==> src/hdl/assert_macros.svh <==
// Assertion helper macros shared by the RTL.
// No dependencies; included inside module bodies.
`ifndef ASSERT_MACROS_SVH
`define ASSERT_MACROS_SVH

// Property checked on every rising edge, off while reset is held.
`define BFCA_ASSERT(label, prop, msg) \
    label: assert property (@(posedge i_clk) disable iff (!i_rst_n) prop) else $error(msg);

// Same, but also skips the first edge after reset is released.
`define BFCA_ASSERT_SETTLED(label, prop, msg) \
    label: assert property (@(posedge i_clk) disable iff (!i_rst_n) \
        $past(i_rst_n) |-> prop) else $error(msg);

`endif

==> src/hdl/bfca_pkg.sv <==
// Shared constants and types of the best-fit allocator core.
// No dependencies.
`timescale 1ns / 1ps

package bfca_pkg;

    localparam int MAX_SEGMENTS = 64;
    localparam int HEADER_BYTES = 16;
    localparam int ADDR_BITS    = 48;

    localparam int IDX_W = $clog2(MAX_SEGMENTS);
    localparam int CNT_W = $clog2(MAX_SEGMENTS + 1);

    typedef logic [ADDR_BITS-1:0] t_addr;
    typedef logic [IDX_W-1:0]     t_idx;
    typedef logic [CNT_W-1:0]     t_cnt;

    localparam t_addr HDR     = t_addr'(HEADER_BYTES);
    localparam t_cnt  CNT_MAX = t_cnt'(MAX_SEGMENTS);

    localparam logic [1:0] MODE_ALLOC = 2'd0;
    localparam logic [1:0] MODE_FREE  = 2'd1;
    localparam logic [1:0] MODE_ADD   = 2'd2;

    localparam logic [1:0] STAT_OK    = 2'd0;
    localparam logic [1:0] STAT_NOFIT = 2'd1;
    localparam logic [1:0] STAT_FULL  = 2'd2;

    typedef enum logic [1:0] {KIND_PLAIN, KIND_LEFT, KIND_RIGHT} t_kind;
    typedef enum logic [2:0] {OP_NOP, OP_WRITE, OP_INSERT, OP_WRDEL, OP_DEL} t_op;

    typedef struct packed {
        t_addr start;
        t_addr pay;
    } t_seg;

    // Record that walks the cell row during a scan.
    typedef struct packed {
        logic  hit;
        t_kind kind;
        t_idx  idx;
        t_seg  cap;
        logic  nxt_v;
        t_seg  nxt;
    } t_scan;

    // Request values seen by every cell.
    typedef struct packed {
        logic  alloc;
        t_addr key;
        t_addr amt;
        t_addr key_end;
        t_cnt  count;
    } t_bcast;

    typedef struct packed {
        t_op  op;
        t_idx idx;
        t_seg seg;
    } t_cmd;

endpackage

==> src/hdl/bfca_cell.sv <==
// One table slot: holds a segment, steps the scan record, shifts on commands.
// Depends on bfca_pkg.
`timescale 1ns / 1ps

module bfca_cell (
    input  logic            i_clk,
    input  bfca_pkg::t_idx   i_index,
    input  bfca_pkg::t_bcast i_bc,
    input  bfca_pkg::t_cmd   i_cmd,
    input  bfca_pkg::t_seg   i_left,
    input  bfca_pkg::t_seg   i_right,
    output bfca_pkg::t_seg   o_seg,
    input  bfca_pkg::t_scan  i_rec,
    output bfca_pkg::t_scan  o_rec
);
    import bfca_pkg::*;

    t_seg  r_seg;
    t_scan r_rec, n_rec;
    logic  w_valid;
    t_addr w_end;

    assign w_valid = t_cnt'(i_index) < i_bc.count;
    assign w_end   = r_seg.start + HDR + r_seg.pay;

    always_comb begin
        n_rec = i_rec;
        if (i_bc.alloc) begin
            if (w_valid && r_seg.pay >= i_bc.amt &&
                (!i_rec.hit || r_seg.pay < i_rec.cap.pay)) begin
                n_rec.hit = 1'b1;
                n_rec.idx = i_index;
                n_rec.cap = r_seg;
            end
        end else if (!i_rec.hit) begin
            if (w_valid && r_seg.start <= i_bc.key) begin
                if (w_end == i_bc.key) begin
                    n_rec.hit  = 1'b1;
                    n_rec.kind = KIND_LEFT;
                    n_rec.idx  = i_index;
                    n_rec.cap  = r_seg;
                end
            end else begin
                // first slot past the key, or first unused slot: insert point
                n_rec.hit  = 1'b1;
                n_rec.idx  = i_index;
                n_rec.cap  = r_seg;
                n_rec.kind = (w_valid && i_bc.key_end == r_seg.start) ? KIND_RIGHT
                                                                      : KIND_PLAIN;
            end
        end else if (w_valid && i_rec.idx == i_index - 1'b1) begin
            // neighbor after the decided slot, for a follow-on merge
            n_rec.nxt_v = 1'b1;
            n_rec.nxt   = r_seg;
        end
    end

    always_ff @(posedge i_clk) begin
        r_rec <= n_rec;
        case (i_cmd.op)
            OP_WRITE: begin
                if (i_cmd.idx == i_index) r_seg <= i_cmd.seg;
            end
            OP_INSERT: begin
                if (i_cmd.idx == i_index) r_seg <= i_cmd.seg;
                else if (i_index > i_cmd.idx) r_seg <= i_left;
            end
            OP_WRDEL: begin
                if (i_cmd.idx == i_index) r_seg <= i_cmd.seg;
                else if (i_index > i_cmd.idx) r_seg <= i_right;
            end
            OP_DEL: begin
                if (i_index >= i_cmd.idx) r_seg <= i_right;
            end
            default: begin
            end
        endcase
    end

    assign o_seg = r_seg;
    assign o_rec = r_rec;

endmodule

==> config.mk <==
export PLATFORM = sky130hd
export DESIGN_NAME = bfca_cell
export DESIGN_NICKNAME = d
export VERILOG_FILES = /design/src/hdl/assert_macros.svh /design/src/hdl/bfca_pkg.sv /design/src/hdl/bfca_cell.sv
export SDC_FILE = /design/constraint.sdc
export NUM_CORES = 1
export LEC_CHECK = 0
export BUFFER_PORTS_ARGS = -buffer_cell sky130_fd_sc_hd__buf_4
export CORE_AREA = 2 2 375 377
export DETAILED_ROUTE_END_ITERATION = 8
export DIE_AREA = 0 0 377 379
export PLACE_DENSITY = 0.46
export SYNTH_ARGS = -nofsm -noshare
export SYNTH_HDL_FRONTEND = slang
export SYNTH_SLANG_ARGS = --single-unit
==> constraint.sdc <==
create_clock -name i_clk -period 14.1 [get_ports i_clk]
set_clock_uncertainty 0.1 [all_clocks]
set_input_delay 2.82 -clock i_clk [delete_from_list [all_inputs] [get_ports i_clk]]
set_output_delay 2.82 -clock i_clk [all_outputs]
set_load 0.01 [all_outputs]
Word level (Yosys, flattened, before mapping)
Cells that the tools add are included.
Storage, ports and cells
  flip-flop bits (word level): 298
  bits in latches: 0
  memory bits (writable): 0
  memories kept: 0
  bits in read-only memories: 0
Cells by class
  bitwise operators: 0
  $mul: 0
  muxes and demuxes: 19
  magnitude comparators: 6
  add/subtract/negate cells: 3
  shift operators: 0
  divide/modulo/power cells: 0
  equality and inequality tests: 12
  reduce and logical (&&, ||, !) cells: 9
Operators by type and width (number)
  two-way mux 96 bit: 6
  one-hot mux 96 bit (4 select lines): 1
  two-way mux 105 bit: 3
  two-way mux 97 bit: 3
  two-way mux 102 bit: 2
  == test 48 bit: 2
  adder 48 bit: 1
  adder 48 x 5 -> 48 bit, second input constant: 1
  >= comparator 48 bit: 1
  less-or-equal comparator 48 bit: 1
  < comparator 48 bit: 1
  == test 6 bit: 2
  < comparator 6 x 7 -> 1 bit: 1
  == test 3 x 2 -> 1 bit, second input constant: 2
  >= comparator 6 bit: 1
  greater-than comparator 6 bit: 1
  inequality test 3 bit, second input constant: 2
  subtractor 6 x 1 -> 6 bit, second input constant: 1
  logical AND 1 bit: 5
  AND reduction 5 bit: 1
  two-way mux 2 bit: 2
  inequality test 2 bit, second input constant: 2
  nonzero test 4 bit: 1
  == test 3 x 1 -> 1 bit, second input constant: 1
  other kinds (4): 5

Logic depth before layout (Yosys ltp)
  depth after elaboration: 7
  gate-level depth with buffers: 18
  depth with buffers taken out: 15

Least setup slack after synthesis
No wires, ideal clock.
  kind: input -> register
  start: input port i_index[0]
  end: register r_seg (netlist bit o_seg[0]), enable pin
  library setup time: 0.683 ns
  cell stages on the path: 11
  arrival time: 10.527 ns
  buffers on the path: 0
  slack: 2.790 ns
  path through: inv_1 > ha_1 > nand2b_1 > a21o_1 > a21oi_1 > nor2b_1 > o21ai_0 > nand2b_1 > a21o_1 > a22oi_1 > o21ai_0
On the way
  word-level cells in the longest chain between the ends: 3
  elaborated cells between the ends (all ways): 8
  classes of those cells: order compare (2); eq/ne (5); reduce/logical (1)
Ends and longest elaborated chain
  from (decl): RTL line bfca_cell.sv:7  | input bfca_pkg::t_idx i_index,
  greater-than comparator 6 bit, or another cell as far along: RTL line bfca_cell.sv:66, bfca_cell.sv:70
  inequality test 3 bit (no source line) / inequality test 2 bit (equally long branches)
  AND reduction 5 bit (no source line) *
  to (signal assigned): RTL line bfca_cell.sv:65  | if (i_cmd.idx == i_index) r_seg <= i_cmd.seg;
  to (signal assigned): RTL line bfca_cell.sv:66  | else if (i_index > i_cmd.idx) r_seg <= i_left;
  to (signal assigned): RTL line bfca_cell.sv:70  | else if (i_index > i_cmd.idx) r_seg <= i_right;
  to (decl): RTL line bfca_cell.sv:18  | t_seg r_seg;
Every way passes the cells marked *; elsewhere a longest branch is shown, timed or not.
A chain may end at the register's enable or synchronous reset.

==> flow_summary_export.csv <==
group,metric,value,unit
status,status,"finished clean",
layout,fill_cells,15330,
clocking,clockRootBuffer,"clkbuf_16",
floorplan,ioPinCount,956,
critical_path,worstSetupEndpointType,"flip-flop",
synth,synthDistinctLibCells,81,
sta,report.final.slew_viol_count,0,
synth,yosys_register_bits,298,
critical_path,reg2regPathDepth,16,
sta,fin_crit_sh,55.1,%
synth,ys.flop_type,"dfxtp_1",
place,gp_congestion,0.925,
global_route,grt_usage,19.8,%
clocking,clk_pin_slew_worst_paths,0.05,ns
job,cap_violations,0,
min_path,min_path_type,"reg -> reg",
clocking,clk-insertion-delay-late,0.61,ns
layout,layout_commonest_cell,"buf_4",
synth,syn_avg_cell_area,9.60,sq um
layout,drive_above_1_share,37.2,%
sta,hold_viol_final,0,
sta,setup_tns,0,ns
global_route,grt-ovfl-total,0,
global_route,grt_pass1_vias,22761,
critical_path,cp-startpoint,"i_bc[62]",
clocking,clock-sinks,298,
synth,synth_top_area_share,18.4,%
floorplan,die_x,377,um
floorplan,num_rows,137,
route,vias,22914,
route,firstDrtPassIters,5,
route,via_per_inst,4.51,
sta,rsz0062_at_grt,"false",
layout,area_delta_synth_final,48.8,%
synth,synth_top_cell_by_area,"dfxtp_1",
critical_path,cp_data_required_time,14.46,ns
sta,timing.fmax,0.129,GHz
clocking,cts_resized,0,
clocking,post_cts_buffers,0,
critical_path,path_class,"in -> reg",
critical_path,arrival,8.13,ns
sta,worstMarginPinSlew,1.20,ns
place,port_buffers,955,
synth,synthArstFlopShare,0,%
power,ir_drop,0.0528,mV
critical_path,start_kind,"input pin",
route,ant_nets,0,
synth,synth_area_leaders,"dfxtp_1, ha_1, edfxtp_1",
route,dr.first_iter.drc_count,1711,
critical_path,r2r-end,"o_rec[126]$_DFF_P_",
floorplan,fp.dieH,379,um
global_route,antenna_found_initial,36,
power,p_per_area,110,nW/um^2
synth,synth_area,22000,sq um
sta,hold_ws,0.396,ns
route,routed_wl,149000,um
critical_path,crit_fanout,57,
clocking,cts_tree,"built",
global_route,grt_pass1_wl,193000,um
synth,synthCells,2292,
layout,finalNetCount,4140,
floorplan,fp.dieArea,143000,sq um
synth,syn-num-nets,3199,
sta,setup_viol,0,
critical_path,r2r-start,"o_seg[52]$_DFFE_PP_",
global_route,grt_max_degree,103,
power,p_leak,15.1,nW
clocking,htreeDepth,2,
synth,yosysSeqAreaShare,31.5,%
place,place_hpwl,125000,um
layout,layout_common_cells,"buf_4, ha_1, a21oi_1",
floorplan,core,139000,sq um
sta,finalCriticalPeriod,7.76,ns
critical_path,worstSetupEndpoint,"o_rec[126]$_DFF_P_",
layout,final_area,32700,sq um
place,placedInstanceArea,31300,sq um
clocking,numCtsBuffers,42,
synth,synth_edf_count,96,
sta,slew-limit-headroom,19.8,%
layout,final_core_util,23.6,%
floorplan,start_util,15.9,%
clocking,clockBufferDepth,3,
synth,yosysWarnings,0,
clocking,holdBufCountCts,0,
route,wl_per_cell,29.3,um
route,drc_errors,0,
critical_path,r2r_slack,6.37,ns
per-layer routing:
| layer | routed length (um) | track usage [%] | part of all wire, % | vias to the layer above |
|---|---|---|---|---|
| met5 | 108 | 0 | 0.073 | - |
| met4 | 5040 | 6.26 | 3.4 | 16 |
| met3 | 10800 | 4.92 | 7.2 | 171 |
| met2 | 69400 | 32.5 | 47 | 927 |
| met1 | 63400 | 25.2 | 43 | 11262 |
| li1 | - | - | - | 10538 |
report_power, final:
group | total, mW | switching [mW] | internal [mW]
clock network | 1.12 | 0.454 | 0.665
logic | 1.38 | 0.802 | 0.574
registers | 1.10 | 0.113 | 0.983
synth_stat cells, types with 9 or more instances:
master     count
ha_1         248
a21oi_1      205
dfxtp_1      202
inv_1        185
a21o_1       142
mux2_2       120
mux2i_1      104
a221oi_1     102
edfxtp_1      96
nand2_1       90
clkbuf_1      86
nor2_1        81
mux2_1        79
o21ai_0       78
nand4_1       61
xnor2_1       56
xor2_1        51
nor4_1        23
nand3_1       22
nor3_1        21
o21a_1        19
nor2b_1       13
a31oi_1       11
o2111ai_1     11
a211oi_1      10
nand2b_1      10
or3_1          9
critical path: stages:
cell and delay (ns):
buf_4 0.08, inv_1 0.11, ha_1 0.31, nand2_1 0.15, nor4_1 0.94, o21ai_0 0.49
nand4_1 0.49, a31oi_1 0.15, a21oi_1 0.37, o2111a_1 0.26, a211o_4 0.71, buf_4 0.69
mux2_1 0.39
worst min-delay path by stage:
stage,endpoint,cells after the start,from
2_1_floorplan,o_rec[149]$_DFF_P_,1,o_seg[52]$_DFFE_PP_
3_3_place_gp,o_rec[125]$_DFF_P_,1,o_seg[28]$_DFFE_PP_
3_5_place_dp,o_rec[125]$_DFF_P_,1,o_seg[28]$_DFFE_PP_
4_1_cts,o_rec[125]$_DFF_P_,1,o_seg[28]$_DFFE_PP_
5_1_grt,o_rec[125]$_DFF_P_,1,o_seg[28]$_DFFE_PP_
6_report,o_rec[125]$_DFF_P_,1,o_seg[28]$_DFFE_PP_
metrics by stage:
stage,setup WS (ns),std cells,power (mW)
detailed placement,5.58,4996,2.48
CTS,6.22,5073,3.64
floorplan,2.79,2292,1.76
finish,6.34,5078,3.59
global placement,5.61,4996,2.48
global route,5.95,5073,3.77
sequential cells by signal (all words and copies together) (netlist names):
name   flops
o_rec    202
o_seg     96
area by class of cell:
| cell class | instances | area, sq um | share of cell area (%) |
|---|---|---|---|
| Sequential cell | 298 | 6930 | 21.2 |
| Inverter | 185 | 694 | 2.12 |
| Clock inverter | 8 | 71.3 | 0.218 |
| Tap cell | 1807 | 2260 | 6.90 |
| Timing Repair Buffer | 1010 | 7600 | 23.2 |
| Antenna cell | 5 | 12.5 | 0.0382 |
| Multi-Input combinational cell | 1696 | 13800 | 42.3 |
| Clock buffer | 69 | 1340 | 4.09 |
kinds of logic after synthesis:
family	Yosys count	share of synthesized area (%)
AOI/OAI and AO/OA	672	20.9
xor gates and xnor gates	107	4.26
adders and majority gates	249	14.2
buffers and inverters	298	5.82
DFF	298	31.5
muxes	303	14.9
and+or+nand+nor	365	8.48
Power figures use the tool's default switching activity.
